===== src/sv/ccd_pkg.sv =====
// ----------------------------------------------------------------------------
// ccd_pkg: shared types and constants for the countdown clock display
// Operation codes, field widths, reciprocal constants and BCD helpers.
// ----------------------------------------------------------------------------
`default_nettype none

package ccd_pkg;

  localparam int MS_W    = 27;  // remaining / budget time in ms
  localparam int STAMP_W = 32;  // timestamp width
  localparam int SECS_W  = 17;  // whole seconds, below one day
  localparam int MINS_W  = 11;  // whole minutes, below one day
  localparam int HOUR_W  = 5;
  localparam int MIN_W   = 6;
  localparam int SEC_W   = 6;
  localparam int DIG_W   = 4;

  localparam logic [MS_W-1:0] MAX_LOAD_MS = 27'd86399999;

  // floor(x / 125) = (x * RECIP_125) >> 31, exact for x < 2^24
  localparam logic [24:0] RECIP_125 = 25'd17179870;
  localparam int          SHIFT_125 = 31;
  // floor(x / 15) = (x * RECIP_15) >> 19, exact for x < 2^15
  localparam logic [15:0] RECIP_15  = 16'd34953;
  localparam int          SHIFT_15  = 19;

  typedef enum logic [1:0] {
    OP_LOAD   = 2'd0,
    OP_START  = 2'd1,
    OP_UPDATE = 2'd2,
    OP_PAUSE  = 2'd3
  } op_t;

  // Time value on its way into the display split
  typedef struct packed {
    logic [MS_W-1:0] ms;
    logic            refresh;
    logic            stopped;
  } ccd_ms_t;

  // Split time leaving the display split
  typedef struct packed {
    logic [HOUR_W-1:0] hours;
    logic [MIN_W-1:0]  minutes;
    logic [SEC_W-1:0]  seconds;
    logic              refresh;
    logic              stopped;
  } ccd_hms_t;

  // Tens digit of a value below 64: (v * 205) >> 11
  function automatic logic [DIG_W-1:0] bcd_tens(input logic [5:0] v);
    logic [13:0] prod;
    prod = 14'(v) * 14'd205;
    return {1'b0, prod[13:11]};
  endfunction

  function automatic logic [DIG_W-1:0] bcd_units(input logic [5:0] v);
    logic [5:0] rem;
    rem = v - 6'(bcd_tens(v)) * 6'd10;
    return rem[3:0];
  endfunction

endpackage

`default_nettype wire


===== src/sv/ccd_in_if.sv =====
// ----------------------------------------------------------------------------
// ccd_in_if: command channel of the countdown clock display
// Valid/ready channel carrying one operation and one millisecond value.
// ----------------------------------------------------------------------------
`default_nettype none

interface ccd_in_if;
  logic        valid;
  logic        ready;
  logic [1:0]  operation;
  logic [31:0] value_ms;

  modport source (output valid, output operation, output value_ms, input ready);
  modport sink   (input valid, input operation, input value_ms, output ready);
endinterface

`default_nettype wire


===== src/sv/ccd_out_if.sv =====
// ----------------------------------------------------------------------------
// ccd_out_if: display channel of the countdown clock display
// Valid/ready channel carrying four BCD digits and the display flags.
// ----------------------------------------------------------------------------
`default_nettype none

interface ccd_out_if;
  logic       valid;
  logic       ready;
  logic [3:0] digit_three;
  logic [3:0] digit_two;
  logic [3:0] digit_one;
  logic [3:0] digit_zero;
  logic       colon_on;
  logic       hours_mode;
  logic       stopped;

  modport source (output valid, output digit_three, output digit_two,
                  output digit_one, output digit_zero, output colon_on,
                  output hours_mode, output stopped, input ready);
  modport sink   (input valid, input digit_three, input digit_two,
                  input digit_one, input digit_zero, input colon_on,
                  input hours_mode, input stopped, output ready);
endinterface

`default_nettype wire


===== src/sv/countdown_clock_display.sv =====
// ----------------------------------------------------------------------------
// countdown_clock_display: millisecond countdown timer with clock display
// Timer state update, time split pipeline and BCD display register.
// ----------------------------------------------------------------------------
// Usage:
//   in_ch  : one command per transfer. operation = load / start / update /
//            pause, value_ms = duration (load) or current timestamp.
//   out_ch : exactly one display word per command, in command order:
//            four BCD digits (HH:MM when hours are nonzero, else MM:SS),
//            colon_on on even seconds, hours_mode and the stopped flag.
//   Timer state (remaining, budget, start stamp, stopped) is updated at the
//   input transfer itself, so commands may follow every cycle unless stalled.
//   Path: the result passes the state stage, three divide stages, the split
//   remainder stage and the display register, in that order. Throughput:
//   one command per cycle while out_ch.ready is high, through the six-register
//   pipeline.
//   Stall: when out_ch.ready is low the result holds; each stage keeps
//   taking transfers until it is full, then in_ch.ready drops.
//   Reset (rst_n low, synchronous): all timer and shown values are zero,
//   the pipeline is empty and no result is pending.
// ----------------------------------------------------------------------------
`default_nettype none

module countdown_clock_display (
  input  wire logic clk,
  input  wire logic rst_n,
  ccd_in_if.sink    in_ch,
  ccd_out_if.source out_ch
);
  import ccd_pkg::*;

  // ---------------- timer state ----------------
  logic [MS_W-1:0]    remaining_r, remaining_nxt;
  logic [MS_W-1:0]    budget_r, budget_nxt;
  logic [STAMP_W-1:0] stamp_r, stamp_nxt;
  logic               stopped_r, stopped_nxt;
  logic               refresh;

  op_t                op;
  logic               in_xfer;
  logic [STAMP_W-1:0] elapsed;
  logic [MS_W-1:0]    remain_upd;
  logic [MS_W-1:0]    load_ms;

  // ---------------- pipeline ----------------
  logic      s1_valid_r;
  ccd_ms_t   s1_data_r;
  logic      load_s1;
  logic      split_ready;
  logic      split_valid;
  ccd_hms_t  split_data;

  // ---------------- display ----------------
  logic              out_valid_r;
  logic              load_out;
  logic [HOUR_W-1:0] shown_hours_r, shown_hours_nxt;
  logic [MIN_W-1:0]  shown_minutes_r, shown_minutes_nxt;
  logic [SEC_W-1:0]  shown_seconds_r, shown_seconds_nxt;
  logic              hours_mode;
  logic [5:0]        left_val, right_val;
  logic [DIG_W-1:0]  digit_three_r, digit_two_r, digit_one_r, digit_zero_r;
  logic              colon_on_r, hours_mode_r, stopped_out_r;

  assign op       = op_t'(in_ch.operation);
  assign load_s1  = !s1_valid_r || split_ready;
  assign in_ch.ready = load_s1;
  assign in_xfer  = in_ch.valid && load_s1;

  // modular elapsed time, remaining clamps at zero
  assign elapsed    = in_ch.value_ms - stamp_r;
  assign remain_upd = (STAMP_W'(budget_r) > elapsed) ? (budget_r - elapsed[MS_W-1:0])
                                                     : '0;
  assign load_ms    = (in_ch.value_ms > STAMP_W'(MAX_LOAD_MS)) ? MAX_LOAD_MS
                                                               : in_ch.value_ms[MS_W-1:0];

  always_comb begin
    remaining_nxt = remaining_r;
    budget_nxt    = budget_r;
    stamp_nxt     = stamp_r;
    stopped_nxt   = stopped_r;
    refresh       = 1'b0;
    case (op)
      OP_LOAD: begin
        remaining_nxt = load_ms;
        budget_nxt    = load_ms;
        stopped_nxt   = 1'b0;
      end
      OP_START: begin
        stamp_nxt = in_ch.value_ms;
      end
      OP_UPDATE: begin
        if (remaining_r == '0) begin
          stopped_nxt = 1'b1;   // already at zero: display untouched
        end else begin
          remaining_nxt = remain_upd;
          refresh       = 1'b1;
        end
      end
      OP_PAUSE: begin
        budget_nxt = remaining_r;
      end
      default: begin
        remaining_nxt = remaining_r;
      end
    endcase
  end

  always_ff @(posedge clk) begin
    if (!rst_n) begin
      remaining_r <= '0;
      budget_r    <= '0;
      stamp_r     <= '0;
      stopped_r   <= 1'b0;
      s1_valid_r  <= 1'b0;
    end else begin
      if (in_xfer) begin
        remaining_r <= remaining_nxt;
        budget_r    <= budget_nxt;
        stamp_r     <= stamp_nxt;
        stopped_r   <= stopped_nxt;
      end
      if (load_s1) s1_valid_r <= in_ch.valid;
    end
  end

  always_ff @(posedge clk) begin
    if (in_xfer) begin
      s1_data_r.ms      <= remaining_nxt;
      s1_data_r.refresh <= refresh;
      s1_data_r.stopped <= stopped_nxt;
    end
  end

  ccd_split u_split (
    .clk      (clk),
    .rst_n    (rst_n),
    .up_valid (s1_valid_r),
    .up_ready (split_ready),
    .up_data  (s1_data_r),
    .dn_valid (split_valid),
    .dn_ready (load_out),
    .dn_data  (split_data)
  );

  // ---------------- display register ----------------
  // Shown values change only with an update that recomputed the time.
  assign load_out = !out_valid_r || out_ch.ready;

  always_comb begin
    shown_hours_nxt   = shown_hours_r;
    shown_minutes_nxt = shown_minutes_r;
    shown_seconds_nxt = shown_seconds_r;
    if (split_data.refresh) begin
      shown_hours_nxt   = split_data.hours;
      shown_minutes_nxt = split_data.minutes;
      shown_seconds_nxt = split_data.seconds;
    end
  end

  assign hours_mode = (shown_hours_nxt != '0);
  assign left_val   = hours_mode ? 6'(shown_hours_nxt) : shown_minutes_nxt;
  assign right_val  = hours_mode ? shown_minutes_nxt : shown_seconds_nxt;

  always_ff @(posedge clk) begin
    if (!rst_n) begin
      out_valid_r     <= 1'b0;
      shown_hours_r   <= '0;
      shown_minutes_r <= '0;
      shown_seconds_r <= '0;
    end else if (load_out) begin
      out_valid_r <= split_valid;
      if (split_valid) begin
        shown_hours_r   <= shown_hours_nxt;
        shown_minutes_r <= shown_minutes_nxt;
        shown_seconds_r <= shown_seconds_nxt;
      end
    end
  end

  always_ff @(posedge clk) begin
    if (load_out && split_valid) begin
      digit_three_r <= bcd_tens(left_val);
      digit_two_r   <= bcd_units(left_val);
      digit_one_r   <= bcd_tens(right_val);
      digit_zero_r  <= bcd_units(right_val);
      colon_on_r    <= !shown_seconds_nxt[0];
      hours_mode_r  <= hours_mode;
      stopped_out_r <= split_data.stopped;
    end
  end

  assign out_ch.valid       = out_valid_r;
  assign out_ch.digit_three = digit_three_r;
  assign out_ch.digit_two   = digit_two_r;
  assign out_ch.digit_one   = digit_one_r;
  assign out_ch.digit_zero  = digit_zero_r;
  assign out_ch.colon_on    = colon_on_r;
  assign out_ch.hours_mode  = hours_mode_r;
  assign out_ch.stopped     = stopped_out_r;

  // ---------------- assertions ----------------
  // remaining never outgrows the budget, nor the budget the load limit
  a_remain_le_budget: assert property (@(posedge clk) disable iff (!rst_n)
    (remaining_r <= budget_r) && (budget_r <= MAX_LOAD_MS))
    else $error("remaining time above budget or load limit");

  // the stopped flag only rises on an accepted update
  a_stop_on_update: assert property (@(posedge clk) disable iff (!rst_n)
    $rose(stopped_r) |-> $past(in_xfer && (op == OP_UPDATE)))
    else $error("stopped flag set without an update");

  // reciprocal split keeps every shown field in clock range
  a_shown_range: assert property (@(posedge clk) disable iff (!rst_n)
    (shown_hours_r < 5'd24) && (shown_minutes_r < 6'd60) && (shown_seconds_r < 6'd60))
    else $error("shown time field out of range");

endmodule

`default_nettype wire


===== src/sv/ccd_split.sv =====
// ----------------------------------------------------------------------------
// ccd_split: millisecond to hours / minutes / seconds pipeline
// Four stages: three constant-reciprocal multiplies, two remainder subtracts.
// ----------------------------------------------------------------------------
`default_nettype none

module ccd_split (
  input  wire logic            clk,
  input  wire logic            rst_n,
  input  wire logic            up_valid,
  output logic                 up_ready,
  input  wire ccd_pkg::ccd_ms_t  up_data,
  output logic                 dn_valid,
  input  wire logic            dn_ready,
  output ccd_pkg::ccd_hms_t    dn_data
);
  import ccd_pkg::*;

  // stage valids
  logic va_r, vb_r, vc_r, vd_r;
  logic load_a, load_b, load_c, load_d;

  // stage A: whole seconds
  logic [SECS_W-1:0] a_secs_r;
  logic              a_refresh_r, a_stopped_r;
  // stage B: whole minutes, seconds carried
  logic [SECS_W-1:0] b_secs_r;
  logic [MINS_W-1:0] b_mins_r;
  logic              b_refresh_r, b_stopped_r;
  // stage C: hours and seconds field
  logic [MINS_W-1:0] c_mins_r;
  logic [HOUR_W-1:0] c_hours_r;
  logic [SEC_W-1:0]  c_sec_r;
  logic              c_refresh_r, c_stopped_r;
  // stage D: result
  ccd_hms_t          d_r;

  logic [48:0]       prod_a;
  logic [30:0]       prod_b;
  logic [24:0]       prod_c;
  logic [SECS_W-1:0] sec_full;
  logic [MINS_W-1:0] min_full;

  assign load_d   = !vd_r || dn_ready;
  assign load_c   = !vc_r || load_d;
  assign load_b   = !vb_r || load_c;
  assign load_a   = !va_r || load_b;
  assign up_ready = load_a;
  assign dn_valid = vd_r;
  assign dn_data  = d_r;

  // ms / 1000 = (ms >> 3) / 125
  assign prod_a = 49'(up_data.ms[MS_W-1:3]) * 49'(RECIP_125);
  // secs / 60 = (secs >> 2) / 15
  assign prod_b = 31'(a_secs_r[SECS_W-1:2]) * 31'(RECIP_15);
  // mins / 60 = (mins >> 2) / 15
  assign prod_c = 25'(b_mins_r[MINS_W-1:2]) * 25'(RECIP_15);

  assign sec_full = b_secs_r - SECS_W'(b_mins_r) * SECS_W'(60);
  assign min_full = c_mins_r - MINS_W'(c_hours_r) * MINS_W'(60);

  always_ff @(posedge clk) begin
    if (!rst_n) begin
      va_r <= 1'b0;
      vb_r <= 1'b0;
      vc_r <= 1'b0;
      vd_r <= 1'b0;
    end else begin
      if (load_a) va_r <= up_valid;
      if (load_b) vb_r <= va_r;
      if (load_c) vc_r <= vb_r;
      if (load_d) vd_r <= vc_r;
    end
  end

  always_ff @(posedge clk) begin
    if (load_a) begin
      a_secs_r    <= prod_a[SHIFT_125+SECS_W-1:SHIFT_125];
      a_refresh_r <= up_data.refresh;
      a_stopped_r <= up_data.stopped;
    end
    if (load_b) begin
      b_secs_r    <= a_secs_r;
      b_mins_r    <= prod_b[SHIFT_15+MINS_W-1:SHIFT_15];
      b_refresh_r <= a_refresh_r;
      b_stopped_r <= a_stopped_r;
    end
    if (load_c) begin
      c_mins_r    <= b_mins_r;
      c_hours_r   <= prod_c[SHIFT_15+HOUR_W-1:SHIFT_15];
      c_sec_r     <= sec_full[SEC_W-1:0];
      c_refresh_r <= b_refresh_r;
      c_stopped_r <= b_stopped_r;
    end
    if (load_d) begin
      d_r.hours   <= c_hours_r;
      d_r.minutes <= min_full[MIN_W-1:0];
      d_r.seconds <= c_sec_r;
      d_r.refresh <= c_refresh_r;
      d_r.stopped <= c_stopped_r;
    end
  end

endmodule

`default_nettype wire


===== src/flat_wrapper.sv =====
// flat-port wrapper written by rule: the top's interface ports become plain ports
module countdown_clock_display_flat import ccd_pkg::*;
  (clk, rst_n, in_ch_valid, in_ch_operation, in_ch_value_ms, in_ch_ready, out_ch_valid, out_ch_digit_three, out_ch_digit_two, out_ch_digit_one, out_ch_digit_zero, out_ch_colon_on, out_ch_hours_mode, out_ch_stopped, out_ch_ready);
  ccd_in_if in_ch_i ();
  ccd_out_if out_ch_i ();
  input  wire logic clk;
  input  wire logic rst_n;
  input wire logic [$bits(in_ch_i.valid)-1:0] in_ch_valid;
  input wire logic [$bits(in_ch_i.operation)-1:0] in_ch_operation;
  input wire logic [$bits(in_ch_i.value_ms)-1:0] in_ch_value_ms;
  output wire logic [$bits(in_ch_i.ready)-1:0] in_ch_ready;
  output wire logic [$bits(out_ch_i.valid)-1:0] out_ch_valid;
  output wire logic [$bits(out_ch_i.digit_three)-1:0] out_ch_digit_three;
  output wire logic [$bits(out_ch_i.digit_two)-1:0] out_ch_digit_two;
  output wire logic [$bits(out_ch_i.digit_one)-1:0] out_ch_digit_one;
  output wire logic [$bits(out_ch_i.digit_zero)-1:0] out_ch_digit_zero;
  output wire logic [$bits(out_ch_i.colon_on)-1:0] out_ch_colon_on;
  output wire logic [$bits(out_ch_i.hours_mode)-1:0] out_ch_hours_mode;
  output wire logic [$bits(out_ch_i.stopped)-1:0] out_ch_stopped;
  input wire logic [$bits(out_ch_i.ready)-1:0] out_ch_ready;
  assign in_ch_i.valid = in_ch_valid;
  assign in_ch_i.operation = in_ch_operation;
  assign in_ch_i.value_ms = in_ch_value_ms;
  assign in_ch_ready = in_ch_i.ready;
  assign out_ch_valid = out_ch_i.valid;
  assign out_ch_digit_three = out_ch_i.digit_three;
  assign out_ch_digit_two = out_ch_i.digit_two;
  assign out_ch_digit_one = out_ch_i.digit_one;
  assign out_ch_digit_zero = out_ch_i.digit_zero;
  assign out_ch_colon_on = out_ch_i.colon_on;
  assign out_ch_hours_mode = out_ch_i.hours_mode;
  assign out_ch_stopped = out_ch_i.stopped;
  assign out_ch_i.ready = out_ch_ready;
  countdown_clock_display u_core (.clk(clk), .rst_n(rst_n), .in_ch(in_ch_i), .out_ch(out_ch_i));
endmodule

===== config.mk =====
export PLATFORM = sky130hd
export DESIGN_NAME = countdown_clock_display_flat
export DESIGN_NICKNAME = d
export VERILOG_FILES = /design/src/sv/ccd_pkg.sv /design/src/sv/ccd_in_if.sv /design/src/sv/ccd_out_if.sv /design/src/sv/countdown_clock_display.sv /design/src/sv/ccd_split.sv /design/src/flat_wrapper.sv
export SDC_FILE = /design/constraint.sdc
export NUM_CORES = 1
export LEC_CHECK = 0
export BUFFER_PORTS_ARGS = -buffer_cell sky130_fd_sc_hd__buf_2
export CORE_UTILIZATION = 60
export CTS_CLUSTER_DIAMETER = 100
export DETAILED_ROUTE_END_ITERATION = 16
export HOLD_SLACK_MARGIN = 0.12
export PLACE_DENSITY = 0.78
export SYNTH_ARGS = -nofsm -noshare
export SYNTH_HDL_FRONTEND = slang
export SYNTH_HIERARCHICAL = 1
export SYNTH_SLANG_ARGS = --single-unit

===== constraint.sdc =====
create_clock -name clk -period 17.3 [get_ports clk]
set_input_delay 1.73 -clock clk [delete_from_list [all_inputs] [get_ports clk]]
set_output_delay 1.73 -clock clk [all_outputs]
set_load 0.05 [all_outputs]

==> report_table.html <==
<table>
<tr><th>Metric</th><th>Value</th></tr>
<tr><th colspan="2">Worst setup path</th></tr>
<tr><td>Slowest stage delay, CP</td><td>760 ps</td></tr>
<tr><td>Worst path slowest cell</td><td>o2111a_1</td></tr>
<tr><td>Crit path DAT</td><td>7410 ps</td></tr>
<tr><td>Critical Path Most Common Cell</td><td>o21ai_0</td></tr>
<tr><td>Critical path, cell by cell</td><td>buf_2 &gt; inv_1 &gt; ha_1 &gt; inv_1 &gt; fa_1 &gt; a211oi_1 &gt; o21ai_0 &gt; a32oi_1 &gt; o21ai_0 &gt; nor2_1 &gt; o21ai_0 &gt; a31oi_1 &gt; mux2i_1 &gt; a2111oi_0 &gt; ha_1 &gt; nand3_1 &gt; nor2_1 &gt; nand2_1 &gt; a32oi_1 &gt; o2111a_1 &gt; nand2_2 &gt; o21ai_0</td></tr>
<tr><td>Startpoint Class</td><td>input pin</td></tr>
<tr><td>Critical path capture point type</td><td>flop</td></tr>
<tr><td>Biggest fanout along the worst timing path</td><td>19</td></tr>
<tr><td>CP Data Required Time</td><td>17670 ps</td></tr>
<tr><td>Kind of critical path</td><td>input pin to flop</td></tr>
<tr><td>Number of buffer and inverter stages on the critical path</td><td>3</td></tr>
<tr><td>Crit-path leading delay family</td><td>compound AO/OA/AOI/OAI gates</td></tr>
<tr><th colspan="2">Clock network</th></tr>
<tr><td>Root Buffer Master</td><td>clkbuf_16</td></tr>
<tr><td>Deepest level of the CTS H-tree</td><td>1</td></tr>
<tr><td>Clock transition at the registers of the reported paths</td><td>60 ps</td></tr>
<tr><td>Number of gates given a new drive strength after cts</td><td>0</td></tr>
<tr><td>Clock Sinks</td><td>229</td></tr>
<tr><td>Post-CTS Hold Buffers</td><td>0</td></tr>
<tr><td>Buffers from clock root to sink, at most</td><td>3</td></tr>
<tr><td>Number of setup buffers added after CTS</td><td>0</td></tr>
<tr><td>Number of buffers added by the clock tree synthesis step</td><td>27</td></tr>
<tr><td>Clock tree from TritonCTS</td><td>built</td></tr>
<tr><td>Skew-Pair Late Insertion Delay</td><td>560 ps</td></tr>
<tr><th colspan="2">Synthesis</th></tr>
<tr><td>Number of warnings issued by yosys</td><td>6</td></tr>
<tr><td>Cell count after synthesis</td><td>2672</td></tr>
<tr><td>Mapped cell area</td><td>25800 um2</td></tr>
<tr><td>Post-Syn Area per Cell</td><td>9.656 um2</td></tr>
<tr><th colspan="2">STA</th></tr>
<tr><td>Final period demand of the worst path</td><td>7032 ps</td></tr>
<tr><td>Crit share post-route</td><td>0.4065</td></tr>
<tr><td>Final setup vio count</td><td>0</td></tr>
<tr><td>Final number of max-transition violations</td><td>0</td></tr>
<tr><td>Slew margin rel.</td><td>0.1616</td></tr>
<tr><td>Final setup TNS</td><td>0 ps</td></tr>
<tr><td>Clock skew</td><td>36.18 ps</td></tr>
<tr><td>Maximum frequency from static timing analysis</td><td>142.2 MHz</td></tr>
<tr><td>Unrepaired setup endpoints after global routing</td><td>no</td></tr>
<tr><td>Transition time at the pin with the least slew margin</td><td>1258 ps</td></tr>
<tr><td>Fin. Hold Viols</td><td>0</td></tr>
<tr><th colspan="2">Layout</th></tr>
<tr><td>Number of nets in the layout</td><td>3454</td></tr>
<tr><td># fillers</td><td>3298</td></tr>
<tr><td>Fraction of final layout cells sized beyond drive strength 1</td><td>0.06415</td></tr>
<tr><td>Number of diodes added for antenna fixing</td><td>0</td></tr>
<tr><td>Layout overhead on the synthesized area</td><td>6.823%</td></tr>
<tr><th colspan="2">Power and ir drop</th></tr>
<tr><td>Reg power frac</td><td>0.160</td></tr>
<tr><td>Switching power as a share of total power</td><td>0.4790</td></tr>
<tr><td>Net Sw Power</td><td>0.002638 W</td></tr>
<tr><td>Internal power</td><td>0.002869 W</td></tr>
<tr><td>Leakage power</td><td>13.42 nW</td></tr>
<tr><td>Clk network pwr share</td><td>0.113</td></tr>
<tr><td>Peak supply drop</td><td>0.0001557 V</td></tr>
<tr><td>Power density over the cells</td><td>199.8 nW/um2</td></tr>
<tr><td>Power, Total</td><td>0.005507 W</td></tr>
<tr><td>Logic pwr share</td><td>0.727</td></tr>
<tr><th colspan="2">Job</th></tr>
<tr><td>Max-cap violations</td><td>0</td></tr>
<tr><th colspan="2">Status</th></tr>
<tr><td>Run status</td><td>completed</td></tr>
<tr><th colspan="2">GRT</th></tr>
<tr><td>Gr usage total</td><td>0.2809</td></tr>
<tr><td>Wire length of the first global-routing pass</td><td>99170 um</td></tr>
<tr><td>Pin count of the biggest net entering global routing</td><td>90</td></tr>
<tr><td>Number of antenna violations at the first check in global routing</td><td>0</td></tr>
<tr><td>Vias in the first global route</td><td>20100</td></tr>
<tr><td>Total grt overflow</td><td>0</td></tr>
<tr><th colspan="2">Hold path</th></tr>
<tr><td>Hold Path Class</td><td>flop to flop</td></tr>
<tr><th colspan="2">Floorplan</th></tr>
<tr><td>Floorplan Core Area</td><td>42130 um2</td></tr>
<tr><td>Starting density of the core</td><td>0.6124</td></tr>
<tr><td>Rows</td><td>75</td></tr>
<tr><td>Overall die height</td><td>209.4 um</td></tr>
<tr><td>Overall die area</td><td>43840 um2</td></tr>
<tr><td>Horizontal extent of the die</td><td>209.4 um</td></tr>
<tr><td>Top-level port count</td><td>59</td></tr>
<tr><th colspan="2">Route</th></tr>
<tr><td>Vias</td><td>19300</td></tr>
<tr><td>Residual DRC</td><td>0</td></tr>
<tr><td>Detailed Routing Iterations Pass 1</td><td>5</td></tr>
<tr><td>Routed WL</td><td>59690 um</td></tr>
<tr><td>Via-to-Cell Ratio</td><td>5.908</td></tr>
<tr><td>Iter 0 DRT Violations</td><td>1421</td></tr>
<tr><td>Routed WL per cell</td><td>18.27 um</td></tr>
<tr><td>Routed Antenna Nets</td><td>0</td></tr>
<tr><th colspan="2">Placed design</th></tr>
<tr><td>Gp weighted congestion</td><td>0.9339</td></tr>
<tr><td>PortBufs</td><td>56</td></tr>
<tr><td>Detailed placer's ending HPWL</td><td>47130 um</td></tr>
</table>
==> flip-flops by register name, indices dropped and copies added, names as in the netlist, 6 cells and up <==
signal,cells
u_core/budget_r,27
u_core/remaining_r,27
u_core/s1_data_r,26
u_core/shown_minutes_r,6
u_core/shown_seconds_r,6
u_core/stamp_r,32
u_core/u_split/a_secs_r,17
u_core/u_split/b_mins_r,11
u_core/u_split/b_secs_r,6
u_core/u_split/c_mins_r,6
u_core/u_split/c_sec_r,6
u_core/u_split/dn_data,19
==> final cells by class <==
type,instances,area [um2],share of cell area
Clock buffer,33,728.2,0.02642
Clock inverter,16,252.7,0.009170
Inverter,537,2016,0.07313
Multi-Input combinational cell,1844,17740,0.6435
Sequential cell,229,5776,0.2096
Tap cell,539,674.4,0.02447
Timing Repair Buffer,69,377.9,0.01371
==> worst paths after layout <==
| kind | from | to | slack, ps | cells after the start |
|---|---|---|---|---|
| setup / recovery | in_ch_value_ms[0] | u_core/s1_data_r[24]$_DFFE_PP_ | 10270 | 22 |
| hold reg to reg | u_core/u_split/a_refresh_r$_DFFE_PP_ | u_core/u_split/b_refresh_r$_DFFE_PP_ | 420 | 0 |
| hold / removal | u_core/u_split/a_refresh_r$_DFFE_PP_ | u_core/u_split/b_refresh_r$_DFFE_PP_ | 420 | 0 |
| setup reg to reg | u_core/s1_data_r[27]$_DFFE_PP_ | u_core/u_split/a_secs_r[14]$_DFFE_PP_ | 10580 | 22 |
==> power groups by stage <==
| stage | clock network (W) | registers [W] | logic [W] |
|---|---|---|---|
| floorplan | 0 | 0.000843 | 0.00304 |
| global placement | 0 | 0.000885 | 0.00378 |
| detailed placement | 0 | 0.000889 | 0.00395 |
| CTS | 0.000635 | 0.000879 | 0.00401 |
| global route | 0.000654 | 0.000890 | 0.00463 |
| finish | 0.000623 | 0.000881 | 0.00400 |
==> routing by layer <==
| metal | vias up | routed length, um | global-route usage |
|---|---|---|---|
| met4 | 0 | 1845 | 0.09635 |
| li1 | 9205 | - | - |
| met5 | - | 0 | 0 |
| met2 | 611 | 29130 | 0.4898 |
| met1 | 9362 | 25650 | 0.3633 |
| met3 | 122 | 3072 | 0.03008 |
==> stage by stage <==
stage | hold slack [ps] | instance area [um2] | worst slack, ps | instances | utilization
2_1_floorplan | 400.3 | 25800 | 11340 | 2673 | -
3_3_place_gp | 402.9 | 26580 | 10020 | 3218 | 0.6309
3_5_place_dp | 404.5 | 26580 | 9881 | 3218 | 0.6309
4_1_cts | 418.9 | 27560 | 10400 | 3267 | 0.6541
5_1_grt | 423.7 | 27560 | 9891 | 3267 | 0.6541
6_report | 418.8 | 27560 | 10270 | 3267 | 0.6541
==> placed cells by master, fill, tap and decap left out, types with 56 or more instances in the layout <==
cell / n
inv_1: 534
a21oi_1: 113
dfxtp_1: 110
ha_1: 489
o21ai_0: 93
buf_2: 56
edfxtp_1: 119
a21boi_0: 71
xnor2_1: 74
nand2_1: 211
nor2_1: 71
fa_1: 219
No activity file was read; power rests on OpenSTA's default activity.
